===== src/design/glmc_pkg.sv =====
// Shared types and constants for the grid local-maxima counter.
// No dependencies; imported by glmc_eval, grid_local_maxima_count and tb.
package glmc_pkg;

    localparam int TEMP_W  = 16;
    localparam int COUNT_W = 12;
    localparam int CFG_W   = 7;

    localparam logic [CFG_W-1:0]   GRID_SIZE_RESET = 7'd2;
    localparam logic [COUNT_W-1:0] COUNT_LIMIT     = 12'd4095;

    typedef logic signed [TEMP_W-1:0] temp_t;
    typedef logic [COUNT_W-1:0]       count_t;

    // Where the word sits in the grid, as seen by the evaluation stage
    typedef struct packed {
        logic col_first;
        logic row_first;
        logic last_row;
        logic last_col;
    } pos_info_t;

    // Evaluation results for one word
    typedef struct packed {
        logic       cell_flag;    // word still beats every neighbor seen so far
        logic       left_beaten;  // left cell is not above this word
        logic [1:0] add;          // cells settled as maxima by this word
    } eval_out_t;

endpackage


===== src/design/grid_local_maxima_count.sv =====
// Top level of the grid local-maxima counter: position tracking, line buffer,
// evaluation stage and result register. Depends on glmc_pkg, glmc_ram, glmc_eval.
//
//  channel | signals                        | direction | payload
//  --------+--------------------------------+-----------+------------------------
//  in      | in_valid / in_ready            | sink      | temperature (s16)
//  out     | out_valid / out_ready          | source    | critical_count (u12)
//  cfg     | cfg_wr_en / cfg_wr_data        | sink      | grid_size (u7), no wait
//
// One word per clock sustained, but for the stall below. A word is held in the
// input register while the line-buffer RAM read for its column completes, then
// is evaluated and retired; the count of a frame is registered in the output
// register when its last word retires. Only the last word of a frame stalls,
// and only while the output register is full and out_ready is low; words behind
// a stalled last word wait with it, other words never wait on out_ready.
// Reset (rst_n, async, active low) clears position, count, flags, left cell
// and grid_size (back to 2); line-buffer values are not cleared and need none.
module grid_local_maxima_count
    import glmc_pkg::*;
#(
    parameter int MAX_SIZE = 64
) (
    input  logic               clk,
    input  logic               rst_n,
    input  logic               in_valid,
    output logic               in_ready,
    input  temp_t              temperature,
    output logic               out_valid,
    input  logic               out_ready,
    output count_t             critical_count,
    input  logic               cfg_wr_en,
    input  logic [CFG_W-1:0]   cfg_wr_data
);

    // index width for a column/row; compare width fits both MAX_SIZE and grid_size
    localparam int IDX_W = (MAX_SIZE > 1) ? $clog2(MAX_SIZE) : 1;
    localparam int CW    = (IDX_W + 1 > CFG_W) ? IDX_W + 1 : CFG_W;
    localparam logic [CW-1:0] MAX_C = CW'(MAX_SIZE);

    typedef logic [IDX_W-1:0] idx_t;

    // ---------------- configuration ----------------
    logic [CFG_W-1:0] grid_size_reg;

    always_ff @(posedge clk or negedge rst_n)
    begin
        if (!rst_n)
        begin
            grid_size_reg <= GRID_SIZE_RESET;
        end
        else if (cfg_wr_en)
        begin
            grid_size_reg <= cfg_wr_data;
        end
    end

    // ---------------- stage 1: position and line read ----------------
    idx_t      row_reg, row_next;
    idx_t      col_reg, col_next;
    logic      in_accept;
    logic [CW-1:0] n_ext, n_eff, n_last;
    logic      drop;
    idx_t      pos_r, pos_c;
    pos_info_t pos_in;

    logic      s1_valid_reg;
    temp_t     s1_temp_reg;
    pos_info_t s1_pos_reg;
    idx_t      s1_col_reg;
    logic      s1_drop_reg;
    logic      s1_byp_reg;
    temp_t     s1_byp_data_reg;
    logic      s1_last;
    logic      s1_fire;
    logic      byp;

    assign in_accept = in_valid && in_ready;

    always_comb
    begin
        n_ext = CW'(grid_size_reg);
        // size 0 acts as 1, anything above the line depth is clamped
        if (n_ext == '0)
        begin
            n_eff = CW'(1);
        end
        else if (n_ext > MAX_C)
        begin
            n_eff = MAX_C;
        end
        else
        begin
            n_eff = n_ext;
        end
        n_last = n_eff - CW'(1);

        // stored position outside a resized grid: drop partial frame
        drop  = (CW'(row_reg) >= n_eff) || (CW'(col_reg) >= n_eff);
        pos_r = drop ? '0 : row_reg;
        pos_c = drop ? '0 : col_reg;

        pos_in.col_first = (pos_c == '0);
        pos_in.row_first = (pos_r == '0);
        pos_in.last_row  = (CW'(pos_r) == n_last);
        pos_in.last_col  = (CW'(pos_c) == n_last);

        row_next = row_reg;
        col_next = col_reg;
        if (in_accept)
        begin
            if (pos_in.last_col)
            begin
                col_next = '0;
                row_next = pos_in.last_row ? '0 : pos_r + IDX_W'(1);
            end
            else
            begin
                col_next = pos_c + IDX_W'(1);
                row_next = pos_r;
            end
        end
    end

    always_ff @(posedge clk or negedge rst_n)
    begin
        if (!rst_n)
        begin
            row_reg <= '0;
            col_reg <= '0;
        end
        else
        begin
            row_reg <= row_next;
            col_reg <= col_next;
        end
    end

    // same-column read while the previous word is still being written
    assign byp = s1_fire && (pos_c == s1_col_reg);

    always_ff @(posedge clk or negedge rst_n)
    begin
        if (!rst_n)
        begin
            s1_valid_reg <= 1'b0;
        end
        else if (in_ready)
        begin
            s1_valid_reg <= in_valid;
        end
    end

    always_ff @(posedge clk)
    begin
        if (in_accept)
        begin
            s1_temp_reg     <= temperature;
            s1_pos_reg      <= pos_in;
            s1_col_reg      <= pos_c;
            s1_drop_reg     <= drop;
            s1_byp_reg      <= byp;
            s1_byp_data_reg <= s1_temp_reg;
        end
    end

    // line buffer of the row above: values only, flags live in flops
    temp_t above_ram;

    glmc_ram #(
        .WIDTH (TEMP_W),
        .DEPTH (MAX_SIZE)
    ) u_line (
        .clk     (clk),
        .wr_en   (s1_fire),
        .wr_addr (s1_col_reg),
        .wr_data (s1_temp_reg),
        .rd_en   (in_accept),
        .rd_addr (pos_c),
        .rd_data (above_ram)
    );

    // ---------------- stage 2: evaluate and retire ----------------
    temp_t               left_value_reg;
    logic                left_flag_reg;
    logic [MAX_SIZE-1:0] flags_reg, flags_next;
    logic                s1_aflag_reg;
    count_t              count_reg, count_next;
    count_t              count_base;
    logic [COUNT_W:0]    count_wide;
    count_t              count_sum;
    temp_t               above_value;
    eval_out_t           ev;
    logic                out_valid_reg;
    count_t              out_count_reg;

    assign above_value = s1_byp_reg ? s1_byp_data_reg : above_ram;

    glmc_eval u_eval (
        .cur_value   (s1_temp_reg),
        .left_value  (left_value_reg),
        .left_flag   (left_flag_reg),
        .above_value (above_value),
        .above_flag  (s1_aflag_reg),
        .pos         (s1_pos_reg),
        .res         (ev)
    );

    assign s1_last  = s1_pos_reg.last_row && s1_pos_reg.last_col;
    assign s1_fire  = s1_valid_reg && (!s1_last || !out_valid_reg || out_ready);
    assign in_ready = !s1_valid_reg || s1_fire;

    always_comb
    begin
        count_base = s1_drop_reg ? '0 : count_reg;
        count_wide = {1'b0, count_base} + (COUNT_W + 1)'(ev.add);
        count_sum  = (count_wide > {1'b0, COUNT_LIMIT}) ? COUNT_LIMIT
                                                          : count_wide[COUNT_W-1:0];

        flags_next = flags_reg;
        count_next = count_reg;
        if (s1_fire)
        begin
            if (ev.left_beaten)
            begin
                flags_next[s1_col_reg - IDX_W'(1)] = 1'b0;
            end
            flags_next[s1_col_reg] = ev.cell_flag;
            count_next = s1_last ? '0 : count_sum;
        end
    end

    // flag of the cell above, read at accept with this edge's updates applied
    always_ff @(posedge clk)
    begin
        if (in_accept)
        begin
            s1_aflag_reg <= flags_next[pos_c];
        end
    end

    always_ff @(posedge clk or negedge rst_n)
    begin
        if (!rst_n)
        begin
            left_value_reg <= '0;
            left_flag_reg  <= 1'b0;
            flags_reg      <= '0;
            count_reg      <= '0;
        end
        else
        begin
            flags_reg <= flags_next;
            count_reg <= count_next;
            if (s1_fire)
            begin
                left_value_reg <= s1_temp_reg;
                left_flag_reg  <= ev.cell_flag;
            end
        end
    end

    // result register
    always_ff @(posedge clk or negedge rst_n)
    begin
        if (!rst_n)
        begin
            out_valid_reg <= 1'b0;
        end
        else if (s1_fire && s1_last)
        begin
            out_valid_reg <= 1'b1;
        end
        else if (out_ready)
        begin
            out_valid_reg <= 1'b0;
        end
    end

    always_ff @(posedge clk)
    begin
        if (s1_fire && s1_last)
        begin
            out_count_reg <= count_sum;
        end
    end

    assign out_valid      = out_valid_reg;
    assign critical_count = out_count_reg;

    // ---------------- assertions ----------------
    a_frame_result: assert property (@(posedge clk) disable iff (!rst_n)
        s1_fire && s1_last |=> out_valid_reg && (out_count_reg == $past(count_sum)))
        else $error("frame count not captured in result register");

    a_stage_hold: assert property (@(posedge clk) disable iff (!rst_n)
        s1_valid_reg && !s1_fire |=> s1_valid_reg && $stable(s1_temp_reg)
                                     && $stable(s1_col_reg))
        else $error("stalled word lost or changed in input register");

    a_frame_wrap: assert property (@(posedge clk) disable iff (!rst_n)
        in_accept && pos_in.last_row && pos_in.last_col |=> (row_reg == '0) && (col_reg == '0))
        else $error("position not cleared after last cell of frame");

endmodule


===== src/design/glmc_ram.sv =====
// Generic single-port-write, single-port-read RAM with registered read data.
// No dependencies.
module glmc_ram #(
    parameter int WIDTH = 16,
    parameter int DEPTH = 64
) (
    input  logic                                    clk,
    input  logic                                    wr_en,
    input  logic [(DEPTH > 1 ? $clog2(DEPTH) : 1)-1:0] wr_addr,
    input  logic [WIDTH-1:0]                        wr_data,
    input  logic                                    rd_en,
    input  logic [(DEPTH > 1 ? $clog2(DEPTH) : 1)-1:0] rd_addr,
    output logic [WIDTH-1:0]                        rd_data
);

    logic [WIDTH-1:0] mem [DEPTH];
    logic [WIDTH-1:0] rd_data_reg;

    always_ff @(posedge clk)
    begin
        if (wr_en)
        begin
            mem[wr_addr] <= wr_data;
        end
        if (rd_en)
        begin
            rd_data_reg <= mem[rd_addr];
        end
    end

    assign rd_data = rd_data_reg;

endmodule


===== src/design/glmc_eval.sv =====
// Neighbor comparisons for one grid word: own candidate flag, left-cell kill,
// and number of cells settled as maxima. Depends on glmc_pkg.
module glmc_eval
    import glmc_pkg::*;
(
    input  temp_t     cur_value,
    input  temp_t     left_value,
    input  logic      left_flag,
    input  temp_t     above_value,
    input  logic      above_flag,
    input  pos_info_t pos,
    output eval_out_t res
);

    logic left_ok;
    logic above_ok;
    logic left_final;
    logic above_final;
    logic own_final;

    always_comb
    begin
        left_ok  = pos.col_first || (cur_value > left_value);
        above_ok = pos.row_first || (cur_value > above_value);

        res.left_beaten = !pos.col_first && (left_value <= cur_value);
        res.cell_flag   = left_ok && above_ok;

        // last row: left cell has no down neighbor, so it settles now
        left_final  = !pos.col_first && pos.last_row && left_flag && !res.left_beaten;
        // cell above has now seen its down neighbor
        above_final = !pos.row_first && above_flag && (above_value > cur_value);
        // bottom-right corner settles itself
        own_final   = pos.last_row && pos.last_col && res.cell_flag;

        res.add = {1'b0, left_final} + {1'b0, above_final} + {1'b0, own_final};
    end

endmodule


===== config.mk =====
export PLATFORM = sky130hd
export DESIGN_NAME = grid_local_maxima_count
export DESIGN_NICKNAME = d
export VERILOG_FILES = /design/src/design/glmc_pkg.sv /design/src/design/grid_local_maxima_count.sv /design/src/design/glmc_ram.sv /design/src/design/glmc_eval.sv
export SDC_FILE = /design/constraint.sdc
export NUM_CORES = 2
export LEC_CHECK = 0
export ABC_AREA = 1
export ABC_CLOCK_PERIOD_IN_PS = 4600
export BUFFER_PORTS_ARGS = -buffer_cell sky130_fd_sc_hd__buf_2
export CELL_PAD_IN_SITES_DETAIL_PLACEMENT = 0
export CELL_PAD_IN_SITES_GLOBAL_PLACEMENT = 1
export CORE_MARGIN = 4
export CORE_UTILIZATION = 49
export CTS_BUF_LIST = sky130_fd_sc_hd__clkbuf_8
export DETAILED_ROUTE_END_ITERATION = 7
export PLACE_DENSITY = 0.79
export SKIP_LAST_GASP = 1
export SYNTH_ARGS = -nofsm -noshare
export SYNTH_HDL_FRONTEND = slang
export SYNTH_SLANG_ARGS = --single-unit
export TNS_END_PERCENT = 20

===== constraint.sdc =====
create_clock -name clk -period 4.6 [get_ports clk]
set_clock_uncertainty 0.1 [all_clocks]
set_input_delay 0.92 -clock clk [delete_from_list [all_inputs] [get_ports clk]]
set_output_delay 0.92 -clock clk [all_outputs]
set_load 0.03 [all_outputs]

# --- After elaboration in Yosys (flattened, before gate mapping) ---
# Memory sizes are Yosys's and may differ from the RTL's. A register that Yosys moved wholly into a read port is not among the register bits.
# Index checks and enable logic that the tools add are counted.
classes:
  n_addsub: 7
  bitwise_logic: 2
  reduce_logical: 31
  n_eq_ne: 3
  order_cmp: 13
  muxes: 25
op_table:
  columns: ["cell", "n"]
  rows:
  - ["$mux 64", 3]
  - ["$and 64x64->64", 1]
  - ["$bwmux 64", 1]
  - ["$not 64->64", 1]
  - ["$gt 16x16->1", 3]
  - ["$mux 12", 3]
  - ["$mux 6", 5]
  - ["$lt 6x7->1 const B", 3]
  - ["$le 16x16->1", 1]
  - ["$mux 16", 1]
  - ["$logic_and 1x1->1", 15]
  - ["$eq 6x7->1", 2]
  - ["$ge 6x7->1", 2]
  - ["$mux 7", 2]
  - ["$add 12x2->13", 1]
  - ["$gt 13x12->1 const B", 1]
  - ["$add 6x1->6 const B", 2]
  - ["$demux 1 s6", 2]
  - ["$ge 6x1->1 const B", 2]
  - ["$logic_not 6->1", 2]
  - ["$gt 7x7->1 const B", 1]
  - ["$logic_not 7->1", 1]
  - ["$mux 1", 7]
  - ["$sub 7x1->7 const B", 1]
  - ["8 further kinds", 18]
word_totals:
  ram_bits: 1024
  memories: 1
  ff_bits: 171
  out_inout_bits: 14
  in_bits: 28
memory_table:
  columns: ["name", "words", "width", "read_ports", "rd_ports_with_merged_regs", "write_ports", "line", "text"]
  rows:
  - ["u_line.mem", 64, 16, 1, 1, 1, "glmc_ram.sv:16", "logic [WIDTH-1:0] mem [DEPTH];"]

# --- Longest topological paths before layout ---
depth:
  ltp_word: 13
  mapped_depth: 29
  mapped_depth_nobuf: 28

# --- By module ---
# Synthesis repeated with hierarchy kept, for this count alone.
hier_totals:
  cells_unflattened: 4957
  area_unflattened_um2: 53131.0
modules_own_cells:
  columns: ["module", "area_per_inst_um2", "n_inst", "cells_per_inst", "seq_area_each_um2"]
  rows:
  - ["glmc_ram", 42259.3, 1, 3517, 31230.0]
  - ["grid_local_maxima_count", 9943.3, 1, 1292, 4565.6]
  - ["glmc_eval", 928.4, 1, 148, 0.0]

# --- Least setup slack after synthesis ---
# Ideal clock, no wire load.
synth_path:
  kind: "register to register"
  startpoint: "register s1_byp_reg"
  endpoint: "register out_count_reg[10] (netlist: critical_count[10]) (data pin)"
  setup_ns: 0.269
  t_required_ns: 4.231
  path_stages_with_launch: 24
  path_slack_ns: -0.330
  t_arrival_ns: 4.561
  cell_sequence: "edfxtp_1 > clkbuf_1 > buf_1 > mux2_2 > ha_1 > nand2_1 > nor4_1 > nand2_1 > nand3_1 > nand3_2 > nand2_1 > nor2_1 > fa_1 > ha_1 > inv_1 > fa_1 > nor2_1 > nand3_1 > nor3_1 > nand2_1 > inv_1 > nand2_1 > o21ai_0 > nand3b_1"
synth_between:
  elab_chain_len: 9
  elab_cells_between_ends: 12
  cone_classes: "add/sub (3); order compare (3); mux (2); reduce/logical (4)"
synth_lines:
  columns: ["item", "line", "text"]
  rows:
  - ["start: declaration", "grid_local_maxima_count.sv:71", "logic s1_byp_reg;"]
  - ["start signal: assignment", "grid_local_maxima_count.sv:161", "s1_byp_reg <= byp;"]
  - ["$mux 16 *", "grid_local_maxima_count.sv:196", "assign above_value = s1_byp_reg ? s1_byp_data_reg : above_ram;"]
  - ["$gt 16x16->1", "glmc_eval.sv:24", "above_ok = pos.row_first || (cur_value > above_value);"]
  - ["$logic_or 1x1->1", "glmc_eval.sv:24", null]
  - ["$logic_and 1x1->1", "glmc_eval.sv:27", "res.cell_flag = left_ok && above_ok;"]
  - ["$logic_and 1x1->1", "glmc_eval.sv:34", "own_final = pos.last_row && pos.last_col && res.cell_flag;"]
  - ["$add 2x1->2 *", "glmc_eval.sv:36", "res.add = {1'b0, left_final} + {1'b0, above_final} + {1'b0, own_final};"]
  - ["$add 12x2->13 *", "grid_local_maxima_count.sv:215", "count_wide = {1'b0, count_base} + (COUNT_W + 1)'(ev.add);"]
  - ["$gt 13x12->1", "grid_local_maxima_count.sv:216", "count_sum = (count_wide > {1'b0, COUNT_LIMIT}) ? COUNT_LIMIT"]
  - ["$mux 12 *", "grid_local_maxima_count.sv:216", null]
  - ["named net count_sum[10]", "grid_local_maxima_count.sv:190", "count_t count_sum;"]
  - ["end signal: assignment", "grid_local_maxima_count.sv:283", "out_count_reg <= count_sum;"]
  - ["end: declaration", "grid_local_maxima_count.sv:194", "count_t out_count_reg;"]
# Mark *: on every way through the listed nets, which the timed path passes. The rest lies on a longest branch.
# A chain may end at the register's enable or synchronous reset.

# --- Worst setup path after layout ---
layout_path:
  startpoint: "register s1_byp_reg"
  endpoint: "register count_reg[10]"
layout_between:
  elab_chain_len: 10
  elab_cells_between_ends: 13
  cone_classes: "add/sub (3); order compare (3); mux (3); reduce/logical (4)"
layout_lines:
  columns: ["item", "line", "text"]
  rows:
  - ["$mux 16 *", "grid_local_maxima_count.sv:196", null]
  - ["$gt 16x16->1", "glmc_eval.sv:24", null]
  - ["$logic_or 1x1->1", "glmc_eval.sv:24", null]
  - ["$logic_and 1x1->1", "glmc_eval.sv:27", null]
  - ["$logic_and 1x1->1", "glmc_eval.sv:34", null]
  - ["$add 2x1->2 *", "glmc_eval.sv:36", null]
  - ["$add 12x2->13 *", "grid_local_maxima_count.sv:215", null]
  - ["$gt 13x12->1", "grid_local_maxima_count.sv:216", null]
  - ["$mux 12 *", "grid_local_maxima_count.sv:216", null]
  - ["named net count_sum[10]", "grid_local_maxima_count.sv:190", null]
  - ["$mux 12 *", "grid_local_maxima_count.sv:228", "count_next = s1_last ? '0 : count_sum;"]
  - ["end signal: assignment", "grid_local_maxima_count.sv:253", "count_reg <= count_next;"]
  - ["end: declaration", "grid_local_maxima_count.sv:187", "count_t count_reg, count_next;"]
# Marked as above.

==> results.cfg <==
[run_status]
status = completed

[worst_setup_path]
worst-r2r-setup-slack_ps = 180
reg2reg_from = s1_byp_reg
cp.required_ps = 5310
cp_slowest_cell = fa_1
crit_path_start_kind = flop
r2r-end = count_reg[10]
arrival_ps = 5120
timing.critical_path.to_type = flop
criticalPathCategory = flop to flop
crit_path_end = count_reg[10]
crit_path_max_fanout = 7
critical-path-top-cell-by-count = nand3_2
max_stage_delay_ps = 480
rr_worst_depth = 26
critPathLaunch = s1_byp_reg

[placed_design]
dp_hpwl_um = 88500
place.detailed.instances = 5676
place_area_mm2 = 0.0552
gp_congestion = 0.948
placement.io_buffers = 41

[global_route]
grt_max_degree = 96
grt_usage_pct = 26.5
grt.overflow.total = 0
grt_first_pass_wirelength_um = 223000
first_global_vias = 34800
initial_antenna_violation_count = 2

[floorplanning]
core.rowCount = 119
start_util_pct = 49.6
die_width_um = 335
design.die.area_mm2 = 0.112
top_level_ports = 42
die_h_um = 335
fp.coreArea_mm2 = 0.106

[clock_tree]
cts.htree.levels = 4
cts_buffers = 195
clkLatencyLatePin_ps = 880
path_clk_slew_ps = 60
clock_tree.root_cell = clkbuf_8
cts-root-to-sink-buffers = 3
tritoncts = built
cts_sinks = 1211

[synth]
netlist_area_mm2 = 0.0525
post_synth_xor_area_fraction_pct = 0.248
dominantRegCellSynth = edfxtp_1
yosys.area.top_type = edfxtp_1
synth.lib_cells_used.distinct = 54
synth_cells = 4327
post_synth_fa_ha_maj_area_fraction_pct = 1.32
synth.mux.area_fraction_pct = 0.363
synth_seq_cells = 1211
synth.top_cells.by_area = edfxtp_1 (63%), o211ai_1 (7.2%), dfrtp_1 (5.4%)
async_reset_ff_share_pct = 9.41
synth-edff-count = 1097
synthSimpleGateAreaFrac_pct = 14.9
syn-num-nets = 4409
synthesis.area_per_instance_um2 = 12.1
synth-warning-count = 0
synth_seq_area_share_pct = 68.2
synth_compound_area_share_pct = 10.9
synth_top_family_by_area = simple AND/OR/NAND/NOR gates
synth_top_area_share_pct = 62.8

[routing]
initialDrtViolationCount = 4303
route.detailed.drc = 0
postRouteWirelength_um = 151000
vias = 36400
postRouteAntennaNets = 0
detailedRoute.firstPassIterationCount = 5
vias_per_cell = 6.01
avgRoutedWirePerCell_um = 25.0

[timing]
timing_hold_violations_final = 0
final_min_period_over_clock_period_pct = 96.0
setup_violations = 0
unrepaired_setup_endpoints_after_global_routing = yes
max_slew.worst_pin.slew_ps = 1340
slew_headroom_pct = 10.3
fmax_ghz = 0.226
finalCriticalPeriod_ps = 4420
timing_max_transition_violations_final = 0

[power]
max-vdd-ir-drop_uv = 591
powerDensity_mw_per_mm2 = 621
power.static_leakage_nw = 20.8

[final_layout]
drive_gt1_share_pct = 18.9
syn_to_final_growth_pct = 12.9
finish.cell_count_without_fillers = 6052
num-nets-final = 4578
largest_register_ff_count = 1024
final_area_mm2 = 0.0592

[min_path]
min_path_type = primary input to flop
hold_path.startpoint = temperature[13]

[run]
max-cap-violations = 0
report_power, final:
group	internal, W	switching, W	total, W
Combinational	0.00482	0.0103	0.0152
Clock	0.00443	0.00431	0.00874
Sequential	0.0126	0.000259	0.0129
Total	0.0219	0.0149	0.0368
worst max-delay path: cells and delay by family (launching register included):
family                     cells  cell delay [ps]
adders and majority gates      4             1340
and+or+nand+nor               13             1290
buffers and inverters          5              560
DFF                            1              410
AOI/OAI and AO/OA              3              370
muxes                          1              270
cell usage after synthesis (16+ instances only):
library cell and n:
edfxtp_1 1097, o211ai_1 505, nor2_1 444, nand3_1 423, nand2_1 374, o21ai_0 269
or2_2 258, inv_1 207, clkbuf_1 135, dfrtp_1 113, buf_2 102, nand4_1 82
ha_1 52, nor3_1 52, o21ai_1 44, buf_1 23, a21oi_1 18, mux2_2 16
through the flow:
step | utilization [%] | setup slack (ps) | setup TNS [ps] | hold WS (ps) | total power (W)
floorplan | - | 12.6 | 0 | 353 | 0.0222
global placement | 52.2 | 222 | 0 | 367 | 0.0275
detailed placement | 52.2 | 178 | 0 | 373 | 0.0277
CTS | 55.6 | 150 | 0 | 51.6 | 0.0364
global route | 55.9 | -112 | -522 | 82.8 | 0.0387
finish | 56.0 | 184 | 0 | 123 | 0.0368
cell usage in the layout, fill, tap and decap left out, types with 29 or more instances in the layout:
cell type	instances
edfxtp_1	1097
o211ai_1	505
nor2_1	432
nand3_1	420
nand2_1	366
inv_1	281
o21ai_0	265
or2_2	258
clkbuf_8	208
buf_4	176
dfrtp_1	113
nand4_1	82
o21ai_1	47
ha_1	44
clkinv_1	41
buf_2	40
buf_12	29
layout make-up:
cell class / instances / area, µm²
tap: 1391 / 1740
antenna: 4 / 10.0
multi-input combinational: 2609 / 14900
fill: 8740 / 46600
clock buffer: 208 / 2860
timing repair buffer: 253 / 2250
clock inverter: 150 / 818
inverter: 226 / 870
sequential: 1211 / 35800
worst min path at each step:
stage                     slack [ps]                 end  cells after the start
final                            120     s1_temp_reg[13]                      1
after CTS                         50     s1_temp_reg[13]                      1
after detailed placement         370  left_value_reg[14]                      2
after global placement           370  left_value_reg[14]                      2
after floorplan                  350  left_value_reg[10]                      2
after global routing              80     s1_temp_reg[13]                      1
logic make-up after synthesis:
logic type / count (synthesis)
AND/OR/NAND/NOR: 1659
flip-flops: 1211
AO/OA/AOI/OAI: 865
buffers and inverters: 507
adder cells (fa/ha/maj): 54
multiplexers: 17
XOR/XNOR: 14
what timing repair did:
action	in CTS	in global routing
endpoints found under the hold margin	19	0
endpoints found under the setup margin	0	18
gates resized for setup	0	42
hold buffers	1	0
buffers inserted	0	11
layer usage:
layer	part of all wire [%]	vias to the layer above	track usage, %
met5	0	-	0
met4	3.6	0	10.6
met2	45	1813	40.3
li1	-	16300	-
met3	9.3	283	4.78
met1	42	18000	38.1
No activity file was read; power rests on OpenSTA's default activity.
